<file path="src/rtl/mfhv_pkg.sv">
`timescale 1ns / 1ps
// ----------------------------------------------------------------------------
// mfhv_pkg
// Shared constants, types and codes for the mesh frame header validator.
// ----------------------------------------------------------------------------
package mfhv_pkg;

  localparam int unsigned MAX_FRAME   = 256;
  localparam int unsigned ID_BYTES    = 6;
  localparam int unsigned HDR_PLAIN   = 10 + ID_BYTES;
  localparam int unsigned HDR_ADDR    = 10 + 2 * ID_BYTES;
  localparam int unsigned LEN_MAX     = MAX_FRAME + 1;
  localparam int unsigned LEN_W       = $clog2(LEN_MAX + 1);
  localparam int unsigned HDR_IDX_W   = $clog2(HDR_ADDR);
  localparam int unsigned ACK_PAYLOAD = 4;
  localparam int unsigned CFG_LEN_W   = 9;
  localparam int unsigned CMP_W       = (LEN_W > CFG_LEN_W + 1) ? LEN_W : CFG_LEN_W + 1;
  localparam int unsigned ID_W        = 48;
  localparam int unsigned QDEPTH      = 2;
  localparam int unsigned QPTR_W      = (QDEPTH > 1) ? $clog2(QDEPTH) : 1;
  localparam int unsigned QCNT_W      = $clog2(QDEPTH + 1);
  localparam int unsigned CFG_IDX_W   = 3;
  localparam int unsigned CFG_DATA_W  = 48;

  typedef enum logic [2:0] {
    ST_OK      = 3'd0,
    ST_SHORT   = 3'd1,
    ST_MAGIC   = 3'd2,
    ST_VERSION = 3'd3,
    ST_TYPE    = 3'd4,
    ST_FLAGS   = 3'd5,
    ST_LENGTH  = 3'd6,
    ST_HOPS    = 3'd7
  } status_e;

  typedef enum logic [CFG_IDX_W-1:0] {
    CFG_MAGIC     = 3'd0,
    CFG_VERSION   = 3'd1,
    CFG_TYPES     = 3'd2,
    CFG_ADDR_MASK = 3'd3,
    CFG_HOP_MAX   = 3'd4,
    CFG_BEACON    = 3'd5,
    CFG_OVERHEAD  = 3'd6,
    CFG_PT_MAX    = 3'd7
  } cfg_idx_e;

  typedef struct packed {
    logic [7:0] data_byte;
    logic       last_byte;
  } in_item_t;

  typedef struct packed {
    status_e         status;
    logic [7:0]      packet_type;
    logic [7:0]      header_flags;
    logic [31:0]     message_id;
    logic [7:0]      hops_left;
    logic [7:0]      hops_taken;
    logic [ID_W-1:0] source_id;
    logic [ID_W-1:0] dest_id;
    logic [4:0]      header_bytes;
    logic [8:0]      payload_bytes;
  } out_item_t;

  typedef struct packed {
    logic [7:0]           magic_byte;
    logic [7:0]           protocol_version;
    logic [47:0]          type_codes;
    logic [7:0]           addressed_mask;
    logic [7:0]           hop_max;
    logic [CFG_LEN_W-1:0] beacon_len;
    logic [CFG_LEN_W-1:0] msg_overhead;
    logic [CFG_LEN_W-1:0] plaintext_max;
  } cfg_t;

  typedef struct packed {
    logic [HDR_ADDR-1:0][7:0] hdr;
    logic [LEN_W-1:0]         len;
  } frame_rec_t;

endpackage

</file>
<file path="src/rtl/mesh_frame_header_validator.sv">
`timescale 1ns / 1ps
// ----------------------------------------------------------------------------
// mesh_frame_header_validator
// Byte-wide mesh frame header checker: intake, record queue, verdict stage
// and configuration registers.
// ----------------------------------------------------------------------------
// path: the last byte's record enters the queue, then the verdict enters the output register
// throughput: one byte per cycle while the queue has room, up to one verdict item per cycle
// rate set by the intake counter and a combinational check stage into the output register
// reset: config to defaults, byte counter zero, queue and output empty
// header bytes are not cleared; no start-up pass, items taken from reset
module mesh_frame_header_validator (
  input  logic                                clk_i,
  input  logic                                rst_ni,
  input  logic                                in_valid_i,
  output logic                                in_ready_o,
  input  mfhv_pkg::in_item_t                  in_item_i,
  output logic                                out_valid_o,
  input  logic                                out_ready_i,
  output mfhv_pkg::out_item_t                 out_item_o,
  input  logic                                cfg_we_i,
  input  logic [mfhv_pkg::CFG_IDX_W-1:0]      cfg_idx_i,
  input  logic [mfhv_pkg::CFG_DATA_W-1:0]     cfg_data_i
);
  import mfhv_pkg::*;

  cfg_t       cfg_q, cfg_d;
  frame_rec_t push_rec, head_rec;
  logic       push, not_full, not_empty, pop;

  always_comb begin
    cfg_d = cfg_q;
    if (cfg_we_i) begin
      case (cfg_idx_e'(cfg_idx_i))
        CFG_MAGIC:     cfg_d.magic_byte       = cfg_data_i[7:0];
        CFG_VERSION:   cfg_d.protocol_version = cfg_data_i[7:0];
        CFG_TYPES:     cfg_d.type_codes       = cfg_data_i[47:0];
        CFG_ADDR_MASK: cfg_d.addressed_mask   = cfg_data_i[7:0];
        CFG_HOP_MAX:   cfg_d.hop_max          = cfg_data_i[7:0];
        CFG_BEACON:    cfg_d.beacon_len       = cfg_data_i[CFG_LEN_W-1:0];
        CFG_OVERHEAD:  cfg_d.msg_overhead     = cfg_data_i[CFG_LEN_W-1:0];
        CFG_PT_MAX:    cfg_d.plaintext_max    = cfg_data_i[CFG_LEN_W-1:0];
        default:       cfg_d = cfg_q;
      endcase
    end
  end

  always_ff @(posedge clk_i or negedge rst_ni) begin
    if (!rst_ni) begin
      cfg_q.magic_byte       <= 8'h00;
      cfg_q.protocol_version <= 8'h01;
      cfg_q.type_codes       <= 48'h0504_0302_0100;
      cfg_q.addressed_mask   <= 8'h01;
      cfg_q.hop_max          <= 8'd15;
      cfg_q.beacon_len       <= 9'd167;
      cfg_q.msg_overhead     <= 9'd28;
      cfg_q.plaintext_max    <= 9'd200;
    end else begin
      cfg_q <= cfg_d;
    end
  end

  mfhv_front u_front (
    .clk_i       (clk_i),
    .rst_ni      (rst_ni),
    .in_valid_i  (in_valid_i),
    .in_ready_o  (in_ready_o),
    .in_item_i   (in_item_i),
    .rec_valid_o (push),
    .rec_ready_i (not_full),
    .rec_o       (push_rec)
  );

  mfhv_queue u_queue (
    .clk_i       (clk_i),
    .rst_ni      (rst_ni),
    .push_i      (push),
    .push_data_i (push_rec),
    .not_full_o  (not_full),
    .pop_i       (pop),
    .not_empty_o (not_empty),
    .head_o      (head_rec)
  );

  mfhv_back u_back (
    .clk_i       (clk_i),
    .rst_ni      (rst_ni),
    .cfg_i       (cfg_q),
    .rec_valid_i (not_empty),
    .rec_pop_o   (pop),
    .rec_i       (head_rec),
    .out_valid_o (out_valid_o),
    .out_ready_i (out_ready_i),
    .out_item_o  (out_item_o)
  );

endmodule

</file>
<file path="src/rtl/mfhv_front.sv">
`timescale 1ns / 1ps
// ----------------------------------------------------------------------------
// mfhv_front
// Byte intake: counts frame length, captures header bytes and hands one
// frame record to the queue at the last byte.
// ----------------------------------------------------------------------------
module mfhv_front (
  input  logic                clk_i,
  input  logic                rst_ni,
  input  logic                in_valid_i,
  output logic                in_ready_o,
  input  mfhv_pkg::in_item_t  in_item_i,
  output logic                rec_valid_o,
  input  logic                rec_ready_i,
  output mfhv_pkg::frame_rec_t rec_o
);
  import mfhv_pkg::*;

  logic [LEN_W-1:0]         cnt_q, cnt_d, cnt_inc;
  logic [HDR_ADDR-1:0][7:0] hdr_q;
  logic                     acc;

  assign in_ready_o  = rec_ready_i;
  assign acc         = in_valid_i && in_ready_o;
  assign rec_valid_o = acc && in_item_i.last_byte;
  assign cnt_inc     = (cnt_q < LEN_W'(LEN_MAX)) ? cnt_q + LEN_W'(1) : cnt_q;

  always_comb begin
    cnt_d = cnt_q;
    if (acc) begin
      cnt_d = in_item_i.last_byte ? '0 : cnt_inc;
    end
  end

  // current byte merged in so the record sees it at once
  always_comb begin
    for (int i = 0; i < HDR_ADDR; i++) begin
      rec_o.hdr[i] = (cnt_q == LEN_W'(i)) ? in_item_i.data_byte : hdr_q[i];
    end
    rec_o.len = cnt_inc;
  end

  always_ff @(posedge clk_i or negedge rst_ni) begin
    if (!rst_ni) begin
      cnt_q <= '0;
    end else begin
      cnt_q <= cnt_d;
    end
  end

  always_ff @(posedge clk_i) begin
    if (acc && (cnt_q < LEN_W'(HDR_ADDR))) begin
      hdr_q[cnt_q[HDR_IDX_W-1:0]] <= in_item_i.data_byte;
    end
  end

`ifndef SYNTHESIS
  a_cnt_sat: assert property (@(posedge clk_i) disable iff (!rst_ni)
    cnt_q <= LEN_W'(LEN_MAX))
    else $error("byte counter beyond saturation");
  a_cnt_restart: assert property (@(posedge clk_i) disable iff (!rst_ni)
    rec_valid_o |=> cnt_q == '0)
    else $error("counter not cleared after last byte");
`endif

endmodule

</file>
<file path="src/rtl/mfhv_queue.sv">
`timescale 1ns / 1ps
// ----------------------------------------------------------------------------
// mfhv_queue
// Short record queue between intake and verdict stages.
// ----------------------------------------------------------------------------
module mfhv_queue (
  input  logic                 clk_i,
  input  logic                 rst_ni,
  input  logic                 push_i,
  input  mfhv_pkg::frame_rec_t push_data_i,
  output logic                 not_full_o,
  input  logic                 pop_i,
  output logic                 not_empty_o,
  output mfhv_pkg::frame_rec_t head_o
);
  import mfhv_pkg::*;

  frame_rec_t              mem_q [QDEPTH];
  logic [QPTR_W-1:0]       wr_ptr_q, wr_ptr_d, rd_ptr_q, rd_ptr_d;
  logic [QCNT_W-1:0]       cnt_q, cnt_d;
  logic                    do_push, do_pop;

  assign not_full_o  = cnt_q != QCNT_W'(QDEPTH);
  assign not_empty_o = cnt_q != '0;
  assign do_push     = push_i && not_full_o;
  assign do_pop      = pop_i && not_empty_o;
  assign head_o      = mem_q[rd_ptr_q];

  always_comb begin
    wr_ptr_d = wr_ptr_q;
    rd_ptr_d = rd_ptr_q;
    cnt_d    = cnt_q;
    if (do_push) begin
      wr_ptr_d = (wr_ptr_q == QPTR_W'(QDEPTH - 1)) ? '0 : wr_ptr_q + QPTR_W'(1);
    end
    if (do_pop) begin
      rd_ptr_d = (rd_ptr_q == QPTR_W'(QDEPTH - 1)) ? '0 : rd_ptr_q + QPTR_W'(1);
    end
    case ({do_push, do_pop})
      2'b10:   cnt_d = cnt_q + QCNT_W'(1);
      2'b01:   cnt_d = cnt_q - QCNT_W'(1);
      default: cnt_d = cnt_q;
    endcase
  end

  always_ff @(posedge clk_i or negedge rst_ni) begin
    if (!rst_ni) begin
      wr_ptr_q <= '0;
      rd_ptr_q <= '0;
      cnt_q    <= '0;
    end else begin
      wr_ptr_q <= wr_ptr_d;
      rd_ptr_q <= rd_ptr_d;
      cnt_q    <= cnt_d;
    end
  end

  always_ff @(posedge clk_i) begin
    if (do_push) begin
      mem_q[wr_ptr_q] <= push_data_i;
    end
  end

`ifndef SYNTHESIS
  a_fill_bound: assert property (@(posedge clk_i) disable iff (!rst_ni)
    cnt_q <= QCNT_W'(QDEPTH))
    else $error("queue fill count out of range");
`endif

endmodule

</file>
<file path="src/rtl/mfhv_back.sv">
`timescale 1ns / 1ps
// ----------------------------------------------------------------------------
// mfhv_back
// Verdict stage: runs the ordered frame checks on one record and holds the
// result item in an output register.
// ----------------------------------------------------------------------------
module mfhv_back (
  input  logic                 clk_i,
  input  logic                 rst_ni,
  input  mfhv_pkg::cfg_t       cfg_i,
  input  logic                 rec_valid_i,
  output logic                 rec_pop_o,
  input  mfhv_pkg::frame_rec_t rec_i,
  output logic                 out_valid_o,
  input  logic                 out_ready_i,
  output mfhv_pkg::out_item_t  out_item_o
);
  import mfhv_pkg::*;

  logic                 out_valid_q, out_valid_d;
  out_item_t            out_q, res;
  logic [7:0]           ptype;
  logic [5:0]           hit;
  logic                 known, addressed;
  logic [LEN_W-1:0]     hlen, n;
  logic [CMP_W-1:0]     n_x, lo_x, hi_x, bl_x;
  logic [63:0]          src64, dst64;
  status_e              st, rule_st;

  assign ptype = rec_i.hdr[2];

  always_comb begin
    for (int k = 0; k < 6; k++) begin
      hit[k] = ptype == cfg_i.type_codes[8*k +: 8];
    end
  end

  assign known     = |hit;
  assign addressed = |(rec_i.hdr[3] & cfg_i.addressed_mask);
  assign hlen      = addressed ? LEN_W'(HDR_ADDR) : LEN_W'(HDR_PLAIN);
  assign n         = rec_i.len - hlen;
  assign n_x       = CMP_W'(n);
  assign lo_x      = CMP_W'(cfg_i.msg_overhead);
  assign hi_x      = CMP_W'(cfg_i.msg_overhead) + CMP_W'(cfg_i.plaintext_max);
  assign bl_x      = CMP_W'(cfg_i.beacon_len);

  // beacon, ack, message, then the rest
  always_comb begin
    if (hit[0]) begin
      rule_st = (n_x == bl_x) ? ST_OK : ST_LENGTH;
    end else if (hit[5]) begin
      rule_st = (n_x == CMP_W'(ACK_PAYLOAD)) ? ST_OK : ST_LENGTH;
    end else if (hit[4]) begin
      rule_st = ((n_x > lo_x) && (n_x <= hi_x)) ? ST_OK : ST_LENGTH;
    end else begin
      rule_st = (n_x != '0) ? ST_OK : ST_LENGTH;
    end
  end

  always_comb begin
    if (rec_i.len > LEN_W'(MAX_FRAME)) begin
      st = ST_LENGTH;
    end else if (rec_i.len < LEN_W'(HDR_PLAIN)) begin
      st = ST_SHORT;
    end else if (rec_i.hdr[0] != cfg_i.magic_byte) begin
      st = ST_MAGIC;
    end else if (rec_i.hdr[1] != cfg_i.protocol_version) begin
      st = ST_VERSION;
    end else if (!known) begin
      st = ST_TYPE;
    end else if (addressed != !hit[0]) begin
      st = ST_FLAGS;
    end else if (addressed && (rec_i.len < LEN_W'(HDR_ADDR))) begin
      st = ST_SHORT;
    end else if ((rec_i.hdr[8] > cfg_i.hop_max) || (rec_i.hdr[9] > cfg_i.hop_max)) begin
      st = ST_HOPS;
    end else begin
      st = rule_st;
    end
  end

  always_comb begin
    src64 = '0;
    dst64 = '0;
    for (int i = 0; i < ID_BYTES; i++) begin
      src64[8*i +: 8] = rec_i.hdr[10 + i];
      dst64[8*i +: 8] = rec_i.hdr[HDR_PLAIN + i];
    end
  end

  always_comb begin
    res        = '0;
    res.status = st;
    if (st == ST_OK) begin
      res.packet_type   = ptype;
      res.header_flags  = rec_i.hdr[3];
      res.message_id    = {rec_i.hdr[7], rec_i.hdr[6], rec_i.hdr[5], rec_i.hdr[4]};
      res.hops_left     = rec_i.hdr[8];
      res.hops_taken    = rec_i.hdr[9];
      res.source_id     = src64[ID_W-1:0];
      res.dest_id       = addressed ? dst64[ID_W-1:0] : '0;
      res.header_bytes  = 5'(hlen);
      res.payload_bytes = 9'(n);
    end
  end

  assign rec_pop_o = rec_valid_i && (!out_valid_q || out_ready_i);

  always_comb begin
    out_valid_d = out_valid_q;
    if (rec_pop_o) begin
      out_valid_d = 1'b1;
    end else if (out_ready_i) begin
      out_valid_d = 1'b0;
    end
  end

  always_ff @(posedge clk_i or negedge rst_ni) begin
    if (!rst_ni) begin
      out_valid_q <= 1'b0;
    end else begin
      out_valid_q <= out_valid_d;
    end
  end

  always_ff @(posedge clk_i) begin
    if (rec_pop_o) begin
      out_q <= res;
    end
  end

  assign out_valid_o = out_valid_q;
  assign out_item_o  = out_q;

`ifndef SYNTHESIS
  a_err_clean: assert property (@(posedge clk_i) disable iff (!rst_ni)
    (out_valid_o && (out_item_o.status != ST_OK)) |->
      ((out_item_o.packet_type == '0) && (out_item_o.source_id == '0) &&
       (out_item_o.header_bytes == '0) && (out_item_o.payload_bytes == '0)))
    else $error("error verdict carries header fields");
  a_hdr_len: assert property (@(posedge clk_i) disable iff (!rst_ni)
    (out_valid_o && (out_item_o.status == ST_OK)) |->
      ((out_item_o.header_bytes == 5'(HDR_PLAIN)) ||
       (out_item_o.header_bytes == 5'(HDR_ADDR))))
    else $error("bad header length on good frame");
  a_plain_dest: assert property (@(posedge clk_i) disable iff (!rst_ni)
    (out_valid_o && (out_item_o.status == ST_OK) &&
     (out_item_o.header_bytes == 5'(HDR_PLAIN))) |-> (out_item_o.dest_id == '0))
    else $error("destination id on plain frame");
`endif

endmodule
</file>
<file path="config.mk">
export PLATFORM = sky130hd
export DESIGN_NAME = mesh_frame_header_validator
export DESIGN_NICKNAME = d
export VERILOG_FILES = /design/src/rtl/mfhv_pkg.sv /design/src/rtl/mesh_frame_header_validator.sv /design/src/rtl/mfhv_front.sv /design/src/rtl/mfhv_queue.sv /design/src/rtl/mfhv_back.sv
export SDC_FILE = /design/constraint.sdc
export NUM_CORES = 1
export LEC_CHECK = 0
export BUFFER_PORTS_ARGS = -buffer_cell sky130_fd_sc_hd__buf_2
export CORE_MARGIN = 2
export CORE_UTILIZATION = 55
export CTS_CLUSTER_SIZE = 14
export DETAILED_ROUTE_END_ITERATION = 10
export PLACE_DENSITY = 0.74
export SLEW_MARGIN = 25
export SYNTH_ARGS = -nofsm -noshare
export SYNTH_HDL_FRONTEND = slang
export SYNTH_SLANG_ARGS = --single-unit
</file>
<file path="constraint.sdc">
create_clock -name clk_i -period 31.2 [get_ports clk_i]
set_input_delay 0 -clock clk_i [delete_from_list [all_inputs] [get_ports clk_i]]
set_output_delay 0 -clock clk_i [all_outputs]
set_load 0.01 [all_outputs]
</file>
==> flow_metrics.tcl, run 1 <==
set metrics [dict create \
    status "completed" \
    hold_end "u_front.hdr_q[174]$_DFFE_PP_" \
    critPathSlowestCell "dfrtp_4" \
    worstPathCellList "mux2_2 -> a22oi_1 -> and4_1 -> inv_2 -> buf_4 -> ha_1 -> fa_1 -> a21oi_1 -> xnor2_1 -> inv_1 -> ha_1 -> nand4_1 -> nor3_1 -> o21ai_0 -> o2111ai_1 -> o211ai_1 -> a41oi_1 -> a21boi_4 -> buf_12 -> nor4_1" \
    fin_area_mm2 0.04126 \
    ys_warn_count 0 \
    whs_path_depth 2 \
    wl_per_cell_um 23.95 \
    cts-root-buf "clkbuf_16" \
    gr-usage-all-layers_pct 24.08 \
    synth_top_area_cell "edfxtp_1" \
    numClockSinks 841 \
    syn_area_mm2 0.03574 \
    post_cts_buffers 0 \
    cts_tree "done" \
    ys.flop_type "edfxtp_1" \
    htreeDepth 3 \
    min_from "in_item_i[7]" \
    numPortBuffers 241 \
    synth_top_area_share_pct 60.49 \
    syn_area_per_cell_um2 16.64 \
    dp.final_hpwl_um 48140 \
    synthTopCellsByArea "edfxtp_1, mux2_2, dfrtp_1" \
    powerDensity_mw_per_mm2 84.47 \
    grt_max_degree 172 \
    startpoint_type "flip-flop" \
    ff2ff_path_depth 20 \
    netlist_top_cells_count "edfxtp_1, mux2_2, mux2i_1" \
    setup_viol 0 \
    die_area_mm2 0.06704 \
    drtAntennaViolNets 0 \
    hold_viol 0 \
    io_pins 244 \
    reg2reg_from "u_queue.rd_ptr_q$_DFFE_PN0P_" \
    diodes 0 \
    nNetsFinal 2566 \
    rows 93 \
    hold_buffers 71 \
    clk_latency_ps 630 \
    drt_iter0_markers 1874 \
    cap_violations 0 \
    vias_per_cell 5.884 \
    finalClockSkew_ps 29.64 \
    max_slew_margin_pct 25.06 \
    dr.pass1.iters 5 \
    numCtsBuffers 83 \
    layout_min_cycle_time_ps 6758 \
    drive_above_1_share_pct 35.05 \
    overflow 0 \
    ir_drop_uv 141.9 \
    grt_setup_unrepaired "false" \
    reg2reg_slack_ps 24440 \
    core_mm2 0.06435 \
    synth_edf_count 720 \
    tightestPinTransition_ps 1124 \
    grt_first_pass_wirelength_um 123500 \
    slowest_delay_ps 890 \
    die_h_um 258.9 \
    maxSlewViolCount 0 \
    num_vias 19850 \
    cts_resized 0 \
    required_ps 31590 \
    place_area_mm2 0.03773 \
    finalSetupTns_ps 0 \
    yosysMostFrequentCell "edfxtp_1" \
    synth-seq-cells 841 \
    grt_pass1_vias 20520 \
    wirelength_um 80820 \
    cp-end-kind "flip-flop" \
    reg2reg_to "u_back.out_item_o[49]$_SDFFCE_PN0P_" \
    leakagePower_nw 14.67 \
    synthArstFlopShare_pct 14.39 \
    crit_top_cell "ha_1" \
    die_x_um 258.9 \
    arrival_ps 7150 \
    gp_congestion 0.8417 \
    cts.path.max_buffers 3 \
    area_growth_pct 15.45 \
    yosysUniqueCellTypes 68 \
    crit_type "flip-flop to flip-flop" \
    start_util_pct 55.54 \
    fmax_mhz 148.0 \
    path_clk_slew_ps 60 \
    hold_path.class "input pin to flip-flop" \
    synthCells 2148 \
    power_mw 3.485 \
    path_max_fanout 171 \
    drc_errors 0 \
    min_period_over_period_pct 21.66 \
    antenna_found_initial 0 \
    ys_seq_area_share_pct 69.05 \
]
## final cells by class
type	count	area, µm²
clock buffers	109	2267
clock inverters	45	500.5
fillers	4466	23090
inverters	38	142.6
multi-input cells	1142	10380
flip-flops and latches	841	24680
well taps	855	1070
repair buffers	344	2222
## how the worst max path moves through the flow
stage                                             from                                   end  slack (ps)
after floorplan           u_queue.cnt_q[0]$_DFFE_PN0P_          u_queue.cnt_q[1]$_DFFE_PN0P_       20670
after global placement    u_queue.rd_ptr_q$_DFFE_PN0P_    u_back.out_item_o[5]$_SDFFCE_PP0P_       24760
after detailed placement  u_queue.rd_ptr_q$_DFFE_PN0P_  u_back.out_item_o[151]$_SDFFCE_PP0P_       24650
after CTS                 u_queue.rd_ptr_q$_DFFE_PN0P_    u_back.out_item_o[5]$_SDFFCE_PP0P_       24610
after global routing      u_queue.rd_ptr_q$_DFFE_PN0P_   u_back.out_item_o[52]$_SDFFCE_PN0P_       24200
final                     u_queue.rd_ptr_q$_DFFE_PN0P_   u_back.out_item_o[49]$_SDFFCE_PN0P_       24440
## stage by stage
step	cells	setup WS, ps	util [%]	hold WS (ps)
6_report	3374	24440	64.12	30.37
5_1_grt	3374	24200	64.12	32.21
4_1_cts	3372	24610	64.07	1.055
3_5_place_dp	3147	24650	58.64	74.52
3_3_place_gp	3146	24760	58.59	65.36
2_1_floorplan	2149	20670	-	-295.6
## report_power, final
| part | total [mW] | switching (mW) | internal, mW |
|---|---|---|---|
| clock | 1.01 | 0.418 | 0.596 |
| sequential | 1.52 | 0.0867 | 1.44 |
| combinational | 0.947 | 0.602 | 0.346 |
## critical path, delay by kind of cell, from the launching register on
kind	cells	cell delay (ps)
adder cells (fa/ha/maj)	3	1110
multiplexers	1	430
buffers and inverters	4	740
XOR/XNOR	1	250
AND/OR/NAND/NOR	4	1370
AO/OA/AOI/OAI	7	1460
flip-flops	1	890
## flip-flops by register name (all words and copies together), names as in the netlist
name,flops
u_queue.mem_q,370
u_front.hdr_q,176
u_back.out_item_o,174
cfg_q,107
u_front.cnt_q,9
u_queue.cnt_q,2
u_back.out_valid_o,1
u_queue.rd_ptr_q,1
u_queue.wr_ptr_q,1
## cells in the final DEF (no fill, tap or decap), types with 5 or more instances in the layout
cell	count
ha_1	49
a21o_1	8
a211oi_1	5
dlygate4sd3_1	72
clkinv_1	15
nand3_1	14
dfstp_2	24
nor2b_1	8
dfrtp_1	96
mux2i_1	107
o21bai_1	6
a22o_1	7
clkbuf_1	19
edfxtp_1	720
nor4_1	92
o21ai_0	22
mux2i_4	8
nor3_1	8
buf_4	30
xnor2_1	78
buf_2	237
bufinv_16	10
o211ai_1	9
nand4_1	9
mux2_2	349
clkbuf_8	5
nor4b_2	20
nor4_2	69
nor2_1	47
nand2b_1	8
nand2_1	101
a21oi_1	25
clkinv_2	11
xor2_1	17
clkbuf_16	85
inv_1	37
## kinds of logic (layout without fill, tap and decap cells)
| group | count (synthesis) | in the layout | synth area share [%] |
|---|---|---|---|
| buffers and inverters | 166 | 536 | 2.086 |
| xor gates and xnor gates | 95 | 95 | 2.328 |
| AOI/OAI and AO/OA | 114 | 114 | 2.206 |
| other | 1 | 2 | 0.01049 |
| and+or+nand+nor | 416 | 416 | 7.996 |
| muxes | 464 | 464 | 14.50 |
| DFF | 841 | 841 | 69.05 |
| adders and majority gates | 51 | 51 | 1.827 |
## layer usage
metal	up-vias	share of wire [%]	GRT usage, %
met5	-	0	0
met4	0	2.0	6.776
met3	106	5.7	3.437
met2	630	49	39.93
met1	10190	43	33.53
li1	8925	-	-
(Power assumes the default switching activity.)
==> run 2, diff against run 1 <==
- PLACE_DENSITY: 0.74 -> 0.76
- clock period: 31.2 -> 5.5 ns (I/O delays scaled with it)
==> flow_metrics.tcl, run 2 (same netlist as run 1, synthesis figures left out) <==
set metrics [dict create \
    status "finished, violations left" \
    violations "hold timing" \
    worstPathCellList "mux2_2 -> a22oi_1 -> and4_1 -> buf_4 -> ha_1 -> nor2b_1 -> nor3_2 -> xnor2_1 -> inv_1 -> ha_1 -> nand4_1 -> nor3_2 -> o21ai_0 -> o2111ai_1 -> o211ai_1 -> a41oi_2 -> a21boi_4 -> buf_12 -> buf_16 -> nor4_1" \
    numClockSinks 841 \
    worstSetupPathDepth 20 \
    ff2ff_path_depth 20 \
    startpoint "u_queue.rd_ptr_q$_DFFE_PN0P_" \
    diodes 0 \
    wirelength_um 80930 \
    final_cells 3390 \
    crit_type "flip-flop to flip-flop" \
    ir_drop_uv 318.6 \
    reg2reg_to "u_back.out_item_o[32]$_SDFFCE_PN0P_" \
    grt_max_degree 115 \
    reg2reg_from "u_queue.rd_ptr_q$_DFFE_PN0P_" \
    holdWs_ps -26.86 \
    path_clk_slew_ps 60 \
    cts-root-buf "clkbuf_16" \
    clk_latency_ps 630 \
    num_vias 19880 \
    overflow 0 \
    nFillCells 4430 \
    area_growth_pct 16.07 \
    drc_errors 0 \
    cts.path.max_buffers 3 \
    hold_path.class "input pin to asynchronous set/reset pin" \
    fmax_mhz 191.8 \
    dr.pass1.iters 8 \
    numPortBuffers 241 \
    slowest_delay_ps 500 \
    io_pins 244 \
    path_buf_inv 4 \
    start_util_pct 55.54 \
    grt_pass1_vias 20700 \
    gr-usage-all-layers_pct 24.10 \
    antenna_found_initial 0 \
    maxSlewViolCount 0 \
    grt_first_pass_wirelength_um 123300 \
    drt_iter0_markers 1685 \
    layout_common_cells "edfxtp_1, mux2_2, buf_2, mux2i_1, nand2_1" \
    dp.cells 3158 \
    required_ps 5910 \
    layout_commonest_cell "edfxtp_1" \
    setup_viol 0 \
    critical_path.endpoint "u_back.out_item_o[32]$_SDFFCE_PN0P_" \
    numCtsBuffers 86 \
    die_h_um 258.9 \
    cap_violations 0 \
    hold_viol 27 \
    htreeDepth 3 \
    arrival_ps 5630 \
    cp_top_family "simple AND/OR/NAND/NOR gates" \
    powerDensity_mw_per_mm2 482.2 \
    wl_per_cell_um 23.87 \
    gp_congestion 0.8817 \
    rows 93 \
    core_mm2 0.06435 \
    tightestPinTransition_ps 1014 \
    max_slew_margin_pct 32.40 \
    vias_per_cell 5.865 \
    largest_reg_flops 370 \
    path_max_fanout 35 \
    top_register "u_queue.mem_q" \
    dp.final_hpwl_um 48980 \
    finalClockSkew_ps 33.10 \
    die_x_um 258.9 \
    leakagePower_nw 14.77 \
    reg2reg_slack_ps 290 \
    layout_min_cycle_time_ps 5213 \
    cts_tree "done" \
    power_mw 20.00 \
    drtAntennaViolNets 0 \
    cp-end-kind "flip-flop" \
    multi_input_area_mm2 0.01044 \
    die_area_mm2 0.06704 \
    startpoint_type "flip-flop" \
    critPathSlowestCell "dfrtp_4" \
    drive_above_1_share_pct 35.66 \
    ff_latch_area_mm2 0.02468 \
    min_period_over_period_pct 94.78 \
    nNetsFinal 2583 \
]
-- run 2: layout make-up --
type | instances | area share, %
inverter | 38 | 0.3438
tap | 855 | 2.579
clock buffer | 115 | 5.788
multi-input combinational | 1142 | 25.16
sequential | 841 | 59.50
clock inverter | 41 | 0.7691
timing repair buffer | 358 | 5.860
-- run 2: worst min path at each step --
stage / startpoint / to / slack (ps) / cells past startpoint
floorplan: rst_ni / cfg_q[0]$_DFFE_PN0P_ / -300 / 0
global placement: out_ready_i / u_back.out_valid_o$_DFFE_PN0P_ / 200 / 2
detailed placement: out_ready_i / u_back.out_valid_o$_DFFE_PN0P_ / 210 / 2
CTS: rst_ni / cfg_q[8]$_DFFE_PN0P_ / 90 / 2
global route: rst_ni / cfg_q[5]$_DFFE_PN0P_ / 20 / 2
finish: rst_ni / cfg_q[5]$_DFFE_PN0P_ / -30 / 2
-- run 2: power by group --
part | internal [mW] | total (mW) | switching, mW | leakage, nW
Clock | 3.25 | 5.62 | 2.37 | 1.33
Combinational | 2.21 | 5.81 | 3.60 | 5.28
Sequential | 8.15 | 8.58 | 0.426 | 8.16
Total | 13.6 | 20.0 | 6.39 | 14.8
-- run 2: repair_timing --
action / in CTS / in global routing
hold buffers: 66 / 7
endpoints found under the setup margin: 2 / 141
gates cloned: 0 / 0
resized for setup: 2 / 10
setup buffers: 0 / 3
endpoints found under the hold margin: 188 / 150
pin swaps: 0 / 2
-- run 2: metrics by stage --
stage | setup TNS [ps] | worst slack, ps | hold WS, ps | utilization, % | area (µm²)
2_1_floorplan | -216950 | -586.7 | -295.6 | - | 35760
3_3_place_gp | 0 | 305.7 | 199.9 | 58.90 | 37900
3_5_place_dp | 0 | 38.63 | 205.4 | 58.92 | 37920
4_1_cts | 0 | 86.85 | 85.59 | 64.19 | 41310
5_1_grt | -35.02 | -16.58 | 20.67 | 64.47 | 41480
6_report | 0 | 287.3 | -26.86 | 64.47 | 41480
-- run 2: per-layer routing --
layer / vias up / GRT usage (%) / wire [µm]
li1: 8954 / - / -
met1: 10080 / 32.78 / 34160
met2: 692 / 39.09 / 39250
met3: 154 / 4.491 / 4941
met4: 0 / 8.767 / 2581
met5: - / 0 / 0
